==> config.mk <==
export PLATFORM = sky130hd
export DESIGN_NAME = nau_post
export DESIGN_NICKNAME = d
export VERILOG_FILES = /design/src/rtl/nau_pkg.sv /design/src/rtl/nau_post.sv
export SDC_FILE = /design/constraint.sdc
export NUM_CORES = 1
export LEC_CHECK = 0
export ABC_AREA = 1
export BUFFER_PORTS_ARGS = -buffer_cell sky130_fd_sc_hd__buf_2
export CAP_MARGIN = 20
export CORE_ASPECT_RATIO = 1.25
export CORE_MARGIN = 2
export CORE_UTILIZATION = 58
export DETAILED_ROUTE_END_ITERATION = 8
export PLACE_DENSITY = 0.8
export SLEW_MARGIN = 20
export SYNTH_ARGS = -nofsm -noshare
export SYNTH_HDL_FRONTEND = slang
export SYNTH_SLANG_ARGS = --single-unit
==> constraint.sdc <==
create_clock -name clk_i -period 6.47 [get_ports clk_i]
set_clock_uncertainty 0.2 [all_clocks]
set_input_delay 0.647 -clock clk_i [delete_from_list [all_inputs] [get_ports clk_i]]
set_output_delay 0.647 -clock clk_i [all_outputs]
set_load 0.01 [all_outputs]
==> src/rtl/nau_pkg.sv <==
package nau_pkg;

  localparam int unsigned DataWidth   = 32;
  localparam int unsigned OpWidth     = 3;
  localparam int unsigned CoefWidth   = 16;
  localparam int unsigned CfgIdxWidth = 4;
  localparam int unsigned ExpArgWidth = 38;
  localparam int unsigned KWidth      = 7;
  localparam int unsigned ExpWidth    = 33;
  localparam int unsigned ProdWidth   = CoefWidth + ExpWidth;
  localparam int unsigned NumTerms    = 13;

  localparam logic [ExpArgWidth-1:0] Ln2Q32 = 38'h00_B172_17F8;
  localparam logic [ExpWidth-1:0]    OneQ32 = 33'h1_0000_0000;

  localparam logic [CfgIdxWidth-1:0] RegEluAlpha   = 4'd0;
  localparam logic [CfgIdxWidth-1:0] RegSeluLambda = 4'd1;

  localparam logic [CoefWidth-1:0] EluAlphaRst   = 16'd4096;
  localparam logic [CoefWidth-1:0] SeluLambdaRst = 16'd4304;

  typedef enum logic [OpWidth-1:0] {
    OpIdent   = 3'd0,
    OpSigmoid = 3'd1,
    OpTanh    = 3'd2,
    OpElu     = 3'd3,
    OpSelu    = 3'd4,
    OpRelu    = 3'd5
  } op_e;

  typedef struct packed {
    logic [OpWidth-1:0]          operation;
    logic signed [DataWidth-1:0] x_value;
  } nau_in_t;

  typedef struct packed {
    logic signed [DataWidth-1:0] y_value;
    logic                        bad_operation;
    logic                        saturated;
  } nau_out_t;

  typedef struct packed {
    op_e                  op;
    logic                 bad;
    logic                 neg;
    logic [DataWidth-1:0] mag;
  } nau_ctx_t;

  typedef struct packed {
    nau_ctx_t             ctx;
    logic [ProdWidth-1:0] prod;
  } nau_mid_t;

endpackage

==> src/rtl/nau_post.sv <==
module nau_post
  import nau_pkg::*;
#(
  parameter int unsigned FracBits = 16
) (
  input  logic                 clk_i,
  input  logic                 rst_ni,
  input  logic                 valid_i,
  input  nau_mid_t             mid_i,
  input  logic [FracBits:0]    quo_i,
  input  logic [CoefWidth-1:0] lambda_i,
  input  logic                 out_ready_i,
  output logic                 out_valid_o,
  output nau_out_t             out_data_o,
  output logic                 en_o
);

  localparam int unsigned MagWidth   = DataWidth + 5;
  localparam int unsigned ScaleWidth = DataWidth + CoefWidth;
  localparam logic [ProdWidth:0] EluRound = (ProdWidth + 1)'(1) << (43 - FracBits);
  localparam logic [MagWidth-1:0] LimNeg = MagWidth'(1) << (DataWidth - 1);
  localparam logic [MagWidth-1:0] LimPos = LimNeg - MagWidth'(1);

  logic en;
  logic out_load;

  // stage 1: pick the magnitude for the operation
  logic [ProdWidth:0]   elu_sum;
  logic [DataWidth-1:0] elu_mag;
  logic [DataWidth-1:0] rmag;
  logic                 rneg;

  assign elu_sum = {1'b0, mid_i.prod} + EluRound;
  assign elu_mag = DataWidth'(elu_sum >> (44 - FracBits));

  always_comb begin
    unique case (mid_i.ctx.op)
      OpIdent: begin
        rmag = mid_i.ctx.mag;
        rneg = mid_i.ctx.neg;
      end
      OpSigmoid: begin
        rmag = DataWidth'(quo_i);
        rneg = 1'b0;
      end
      OpTanh: begin
        rmag = DataWidth'(quo_i);
        rneg = mid_i.ctx.neg;
      end
      OpElu, OpSelu: begin
        rmag = mid_i.ctx.neg ? elu_mag : mid_i.ctx.mag;
        rneg = mid_i.ctx.neg;
      end
      OpRelu: begin
        rmag = mid_i.ctx.neg ? '0 : mid_i.ctx.mag;
        rneg = 1'b0;
      end
      default: begin
        rmag = '0;
        rneg = 1'b0;
      end
    endcase
  end

  logic                 s1_v_q;
  logic [DataWidth-1:0] s1_mag_q;
  logic                 s1_neg_q;
  logic                 s1_bad_q;
  logic                 s1_selu_q;

  // stage 2: lambda scaling, rounded half up on the magnitude
  logic [ScaleWidth-1:0] sprod;
  logic [ScaleWidth:0]   sround;
  logic [MagWidth-1:0]   mag2_d;

  assign sprod  = ScaleWidth'(s1_mag_q) * ScaleWidth'(lambda_i);
  assign sround = {1'b0, sprod} + (ScaleWidth + 1)'(2048);
  assign mag2_d = s1_selu_q ? sround[ScaleWidth:12] : MagWidth'(s1_mag_q);

  logic                s2_v_q;
  logic [MagWidth-1:0] s2_mag_q;
  logic                s2_neg_q;
  logic                s2_bad_q;

  // output register: clip and apply sign
  logic [MagWidth-1:0]  limit;
  logic                 sat;
  logic [MagWidth-1:0]  clip_mag;
  nau_out_t             out_d;
  logic                 out_valid_q;
  nau_out_t             out_data_q;

  assign limit    = s2_neg_q ? LimNeg : LimPos;
  assign sat      = s2_mag_q > limit;
  assign clip_mag = sat ? limit : s2_mag_q;

  always_comb begin
    if (s2_bad_q) begin
      out_d.y_value       = '0;
      out_d.bad_operation = 1'b1;
      out_d.saturated     = 1'b0;
    end else begin
      out_d.y_value       = s2_neg_q ? (DataWidth'(0) - clip_mag[DataWidth-1:0])
                                     : clip_mag[DataWidth-1:0];
      out_d.bad_operation = 1'b0;
      out_d.saturated     = sat;
    end
  end

  // the pipe keeps moving while the stage in front of the output is empty
  assign out_load = !out_valid_q || out_ready_i;
  assign en       = out_load || !s2_v_q;

  always_ff @(posedge clk_i or negedge rst_ni) begin
    if (!rst_ni) begin
      s1_v_q      <= 1'b0;
      s2_v_q      <= 1'b0;
      out_valid_q <= 1'b0;
    end else begin
      if (en) begin
        s1_v_q <= valid_i;
        s2_v_q <= s1_v_q;
      end
      if (out_load) begin
        out_valid_q <= s2_v_q;
      end
    end
  end

  always_ff @(posedge clk_i) begin
    if (en) begin
      s1_mag_q  <= rmag;
      s1_neg_q  <= rneg;
      s1_bad_q  <= mid_i.ctx.bad;
      s1_selu_q <= mid_i.ctx.op == OpSelu;
      s2_mag_q  <= mag2_d;
      s2_neg_q  <= s1_neg_q;
      s2_bad_q  <= s1_bad_q;
    end
    if (out_load && s2_v_q) begin
      out_data_q <= out_d;
    end
  end

  assign out_valid_o = out_valid_q;
  assign out_data_o  = out_data_q;
  assign en_o        = en;

endmodule

# Word level (Yosys, flattened, before mapping)
# Index checks and enable logic that the tools add are counted.
# word_totals
inputBits	123
romBits	0
out_inout_bits	36
word_cells	41
register_bits	111
memories	0
latchBits	0
mem_bits_rw	0
# op_classes
div_mod_pow	0
eq_ne	5
n_bitwise	0
n_shift	0
multipliers	1
reduce_logical	9
n_lt_le_gt_ge	1
add_sub_neg	3
mux	8
# ops
op	n
2-to-1 mux 32 bit	6
one-hot mux 32 bit (4 select lines)	1
adder 49 x 28 -> 50 bit, second input constant	1
adder 48 x 12 -> 49 bit, second input constant	1
multiplier 32 x 16 -> 48 bit	1
greater-than comparator 37 x 32 -> 1 bit	1
subtractor 1 x 32 -> 32 bit, first input constant	1
equality test 3 x 2 -> 1 bit, second input constant	2
equality test 3 bit, second input constant	2
OR reduction 2 bit	2
OR reduction 4 bit	1
equality test 3 x 1 -> 1 bit, second input constant	1
zero test 3 bit	1
zero test 1 bit	2
logical OR 1 bit	2
2-to-1 mux 2 bit	1
logical AND 1 bit	1

# Longest topological paths before layout
# Gate-level depths: netlist (run 1).
# logic_depth
word_depth	5
depth_mapped	32
depth_no_buf	30

# Worst setup path after synthesis (run 1)
# No wires, ideal clock.
# synth_path
path_kind	input port to flip-flop
start	input port lambda_i[15]
end	register s2_mag_q[28], data pin
setup_time_ns	0.254
setup_slack_ns	-0.079
t_arrival_ns	6.096
t_required_ns	6.016
n_path_buf	1
path_stages	25
cell_sequence	clkbuf_1 > nand2_1 > fa_1 > fa_1 > inv_1 > fa_1 > fa_1 > fa_1 > inv_1 > fa_1 > inv_1 > ha_1 > a21oi_1 > inv_1 > a21oi_1 > nor2_1 > nor2_1 > nand2_1 > a21oi_1 > o21ai_0 > a21oi_1 > o21bai_1 > or2_2 > nand3_1 > nand2_1
# synth_between
elab_chain_len	3
# synth_lines
element	line_no	text
start, declared	nau_post.sv:11	input logic [CoefWidth-1:0] lambda_i,
multiplier 32 x 16 -> 48 bit	nau_post.sv:76	assign sprod = ScaleWidth'(s1_mag_q) * ScaleWidth'(lambda_i);
adder 48 x 12 -> 49 bit	nau_post.sv:77	assign sround = {1'b0, sprod} + (ScaleWidth + 1)'(2048);
2-to-1 mux 32 bit	nau_post.sv:78	assign mag2_d = s1_selu_q ? sround[ScaleWidth:12] : MagWidth'(s1_mag_q);
via mag2_d[28]	nau_post.sv:74	logic [MagWidth-1:0] mag2_d;
end signal, assigned	nau_post.sv:136	s2_mag_q <= mag2_d;
end, declared	nau_post.sv:81	logic [MagWidth-1:0] s2_mag_q;
# The timed path passes the listed nets, and every way through them passes these cells.
# A chain may end at the register's enable or synchronous reset.

# Worst setup path in the final report (run 1)
# layout_path
start	register s1_mag_q[8]
end	register s2_mag_q[26], data pin
# layout_between
elab_chain_len	3
# layout_lines
element	line_no	text
start, declared	nau_post.sv:66	logic [DataWidth-1:0] s1_mag_q;
start signal, assigned	nau_post.sv:132	s1_mag_q <= rmag;
multiplier 32 x 16 -> 48 bit	nau_post.sv:76	
adder 48 x 12 -> 49 bit	nau_post.sv:77	
2-to-1 mux 32 bit	nau_post.sv:78	
via mag2_d[26]	nau_post.sv:74	
# The timed path passes the listed nets, and every way through them passes these cells.

==> metrics, run 1 <==
dpl hpwl=55,040 um; Register Area=between 0.003 and 0.004 mm2; Syn Std Cell Area=0.02476 mm2; area share of xor/xnor cells in the synthesized design=less than 1%; most common cell in the synthesized netlist=inv_1; Register-to-Register Path Depth=28; Data required, critical path=6.40 ns; Total GRT Usage=30.36%; FF-to-FF End=s2_mag_q[26]; crit start category=flop; Post-Synth Adder-Cell Area=a little over two fifths; Fin. Hold Viols=0; commonest register cell after synthesis=edfxtp_1; Vias=approximately 22,000; hold endpoint=s2_neg_q; Fin Hold WS=0.2242 ns; clock latency on the worst-skew pair=roughly 0.37 ns; worst setup margin=0.03962 ns; Worst slew margin=a little under a third; top cell type's share of synthesized area=between 30% and 40%; final setup vio count=0; Top delay family on crit path=adder cells; Chip Width=188.8 um; final slew viol count=0; area of the multi-input gates=~0.018 mm2; Worst Hold Path Cells=0; most frequent cells after synthesis=inv_1 (927), nand2_1 (866), fa_1 (419); first-pass GRT wire length=106,600 um; status=completed; Ports=159; sequential area share after synthesis=13.40%; number of global-route vias before repair=22,260; CTS tree=done; register bit total from synthesis=about 110; Initial Util=around 60%; CP Data Arrival Time=around 6.4 ns; Die ar.=0.04436 mm2; H-tree Lvls=3; largest net degree at the start of global routing=64; CTS Buf Count=9; type of the worst min-delay path=flop to flop; drt first pass iters=6; Max Cap Viol=0; Synth cell types=between 50 and 60; Die Span Y=about 230 um; fmax=between 150 and 200 MHz; final WL=between 60,000 and 70,000 um; Post-Synthesis Cells=between 3,000 and 4,000; CP Depth=28; FFs w/ async S/R, synth=under 10%; Area Growth Syn to Fin=17.97%; CP Buf/Inv Count=8; area leader, netlist=fa_1; CORE AREA=roughly 0.042 mm2; Longest Clk Path Bufs=2; number of flops mapped to enable cells by yosys=108; setup slack after placement=-0.5754 ns; part of the cycle the worst path needs=about 99%; Synth Area in Compound Gates=around 5.9%; CTS sink cnt=~110; kind of critical path=flop to flop; Port Buffers=131; Cell Rows=84; Crit path largest cell delay=around 0.55 ns; worst-path maximum fanout=6; WL per Instance=between 15 and 20 um; grt total ovfl=0; Clk pin slew, worst setup/hold paths=0.07 ns; RSZ-0062 raised after global routing=true; CP endpoint kind=flop; Worst path slowest cell=fa_1; Post-DRT Antenna Nets=0; fill count=~3,200; simple-gate portion of the synthesized area=20.63%; Syn Nets=just over 4,000; Remaining DRCs=0; Critical R2R Launch=s1_mag_q[8]; via/cell ratio=around 5.3; Syn Area/Cell=roughly 7.5 um2; share of cells above drive strength 1=18.06%; ant diodes=0; synth warn=0; multiplexer area fraction after synthesis=0%; root buffer cell=clkbuf_16; Slew @ Worst Pin=roughly 1.0 ns; Layout Nets=about 4,300; largest family of logic cells by synthesized area=adder cells; r2r setup slk=roughly 0.040 ns; initial antenna violation count=0; Placer Congestion=roughly 1; Period minus WS final=roughly 6.4 ns; 1st-iter DRT viols=~1,800; hold wc startpoint=s1_neg_q; Synth area leaders=fa_1 (34%), inv_1 (14%), nand2_1 (13%)
## metrics by stage
step / utilization [%] / instances / cell area, um2 / TNS [ns]
2_1_floorplan: - / 3298 / 24760 / 0
4_1_cts: 66.90 / 4114 / 28190 / -0.0008424
5_1_grt: 69.29 / 4141 / 29200 / -1.390
3_5_place_dp: 65.91 / 4097 / 27780 / -13.10
3_3_place_gp: 65.91 / 4097 / 27780 / -11.01
6_report: 69.29 / 4141 / 29200 / 0
## sequential cells by signal (all words and copies together), names as in the netlist
signal / count
s2_bad_q: 1
s2_v_q: 1
s1_selu_q: 1
s2_mag_q: 37
s2_neg_q: 1
out_valid_o: 1
s1_mag_q: 32
s1_bad_q: 1
s1_v_q: 1
s1_neg_q: 1
out_data_o: 34
## worst max path at each step
stage	from	to	slack, ns
after floorplan	lambda_i[12]	s2_mag_q[28]	0.004
after global placement	lambda_i[3]	s2_mag_q[30]	-0.48
after detailed placement	lambda_i[3]	s2_mag_q[28]	-0.58
after CTS	s1_mag_q[15]	s2_mag_q[34]	-0.0008
after global routing	s1_mag_q[8]	s2_mag_q[26]	-0.16
final	s1_mag_q[8]	s2_mag_q[26]	0.04
## cells in the final DEF, fill, tap and decap left out, types with 8 or more instances in the layout
cell	instances
nand2_2	28
inv_1	905
a21oi_2	26
fa_1	403
ha_4	13
a31oi_1	18
buf_2	121
xor2_1	8
buf_12	31
o21ai_1	11
a21oi_1	77
a31oi_2	9
nand2_1	849
o21ai_0	63
nor2_4	8
inv_2	26
nand3_1	75
nand2_4	10
nand4_1	15
fa_2	16
nand3_2	13
nor2_2	25
buf_6	15
o21a_1	9
clkbuf_16	13
buf_4	231
nor2_1	171
ha_1	163
edfxtp_1	108
or2_2	16
nor3_1	13
## logic make-up (layout without fill, tap and decap cells)
kind of cell | count (synthesis) | count (layout)
xor gates and xnor gates | 13 | 13
and+or+nand+nor | 1240 | 1240
adders and majority gates | 600 | 600
AOI/OAI and AO/OA | 260 | 260
DFF | 111 | 111
buffers and inverters | 1074 | 1358
## per-layer routing
metal,global-route usage (%),wire length (um)
met5,0,0
met1,35.66,24300
met4,16.95,5691
met2,54.23,34160
met3,2.987,4764
## final cells by class
class                           count  area share [%]
Multi-Input combinational cell   2113           61.82
Inverter                          933           11.99
Timing Repair Buffer              409           11.39
Sequential cell                   111           11.36
Tap cell                          559           2.395
Clock buffer                        9          0.7712
Clock inverter                      7          0.2699
## what timing repair did
| action | 4_1_cts | 5_1_grt |
|---|---|---|
| hold endpoints to repair | 3 | 0 |
| resized for setup | 27 | 195 |
| setup buffers | 0 | 23 |
| cloned | 0 | 4 |
| pin swaps | 5 | 107 |
| setup endpoints to repair | 21 | 33 |
| hold buffers | 1 | 0 |
Power of run 1 is not shown: default switching activity piles up to over one toggle a cycle in this logic, so the estimate is an artifact.
==> inputs of run 2 (changes only) <==
- BUFFER_PORTS_ARGS: -buffer_cell sky130_fd_sc_hd__buf_2 -> unset
- CORE_UTILIZATION: 58 -> 61
- DONT_BUFFER_PORTS: unset -> 1
- PLACE_DENSITY: 0.8 -> 0.78
==> metrics, run 2 (synthesis results as in run 1) <==
Top delay family on crit path=adder cells; Port Buffers=0; Clk pin slew, worst setup/hold paths=approximately 0.08 ns; Top reg by flops=s2_mag_q; first-pass GRT wire length=about 110,000 um; crit start category=flop; CTS Buf Count=9; grt peak-use layer=met2; Layout Nets=between 4,000 and 5,000; Chip Width=around 180 um; WL per Instance=16.42 um; final WL=about 65,000 um; commonest non-fill, non-tap cell in the layout=inv_1; Area Growth Syn to Fin=12.94%; Worst slew margin=roughly 28%; part of the cycle the worst path needs=between 90% and 100%; CP Buf/Inv Count=11; FF-to-FF End=s2_mag_q[18]; CTS tree=done; H-tree Lvls=3; Die Span Y=229.2 um; dpl hpwl=around 52,000 um; kind of critical path=flop to flop; Total GRT Usage=31.56%; Ports=between 150 and 200; Die ar.=0.04222 mm2; 1st-iter DRT viols=between 1,000 and 1,500; Slew @ Worst Pin=~1.1 ns; Inst Count DP=3,860; CP Depth=29; Data required, critical path=approximately 6.4 ns; Max Cap Viol=0; fmax=approximately 160 MHz; Cell Rows=between 80 and 90; Critical R2R Launch=s1_mag_q[14]; Longest Clk Path Bufs=2; Placer Congestion=0.9260; Initial Util=between 60% and 70%; status=completed; initial antenna violation count=0; final design area excluding fillers=0.02796 mm2; drt first pass iters=7; Register-to-Register Path Depth=29; met2 Resource Use GR=57.02%; final slew viol count=0; hold wc startpoint=mid_i[82]; Post-DRT Antenna Nets=0; Fin Hold WS=~0.15 ns; Remaining DRCs=0; Worst path slowest cell=fa_2; via/cell ratio=around 5.4; clock latency on the worst-skew pair=~0.40 ns; share of cells above drive strength 1=between 10% and 20%; worst-path maximum fanout=4; largest net degree at the start of global routing=64; CP Data Arrival Time=around 6.3 ns; critical path startpoint=s1_mag_q[14]; most frequent cells in the layout=inv_1 (890), nand2_1 (834), fa_1 (408); type of the worst min-delay path=input port to flop; Fin. Hold Viols=0; fin cells=between 3,000 and 4,000; grt total ovfl=0; Global Route met3 Usage=4.579%; CP endpoint kind=flop; number of global-route vias before repair=roughly 22,000; CP endpoint=s2_mag_q[18]; fill count=3,124; max reg flops=37; placed instance area=~0.026 mm2; TNS Setup=0 ns; Vias=approximately 21,000; root buffer cell=clkbuf_16; RSZ-0062 raised after global routing=true; met1 GRT Util=between 30% and 40%; Period minus WS final=6.369 ns; CTS sink cnt=111; r2r setup slk=~0.1 ns; ant diodes=0; CORE AREA=approximately 0.040 mm2; final setup vio count=0; Crit path largest cell delay=around 0.57 ns
[run 2: cell type report]
type / count / area, um2 / area share [%]
Multi-Input combinational cell: 2113 / 18260 / 65.32
Inverter: 933 / 3502 / 12.53
Clock buffer: 10 / 229.0 / 0.8189
Clock inverter: 6 / 73.82 / 0.2640
Timing Repair Buffer: 226 / 1891 / 6.762
Sequential cell: 111 / 3318 / 11.87
Tap cell: 546 / 683.2 / 2.443
[run 2: routing by layer]
metal	wire [um]	up-vias
met2	33250	916
met5	0	-
met4	2287	0
li1	-	9816
met3	4531	187
met1	24710	10230
[run 2: how the worst min path moves through the flow]
| stage | to | slack, ns | cells after the start |
|---|---|---|---|
| 3_3_place_gp | out_valid_o | 0.15 | 0 |
| 3_5_place_dp | out_valid_o | 0.15 | 0 |
| 4_1_cts | s1_bad_q | 0.13 | 0 |
| 6_report | s1_bad_q | 0.15 | 0 |
| 5_1_grt | s1_bad_q | 0.13 | 0 |
| 2_1_floorplan | out_valid_o | 0.15 | 0 |
[run 2: metrics by stage]
stage / utilization [%] / setup WS (ns)
floorplan: - / 0.004358
global placement: 65.02 / -0.2557
detailed placement: 65.02 / -0.2631
CTS: 66.66 / 0.0002243
global route: 69.70 / -0.1185
finish: 69.70 / 0.1005
[run 2: what timing repair did]
action | CTS | global route
endpoints found under the setup margin | 24 | 31
resized for setup | 41 | 234
cloned | 1 | 2
pin swaps | 13 | 146
hold buffers | 1 | 0
setup buffers | 18 | 51
endpoints found under the hold margin | 3 | 0
Power of run 2 is left out for the same reason.
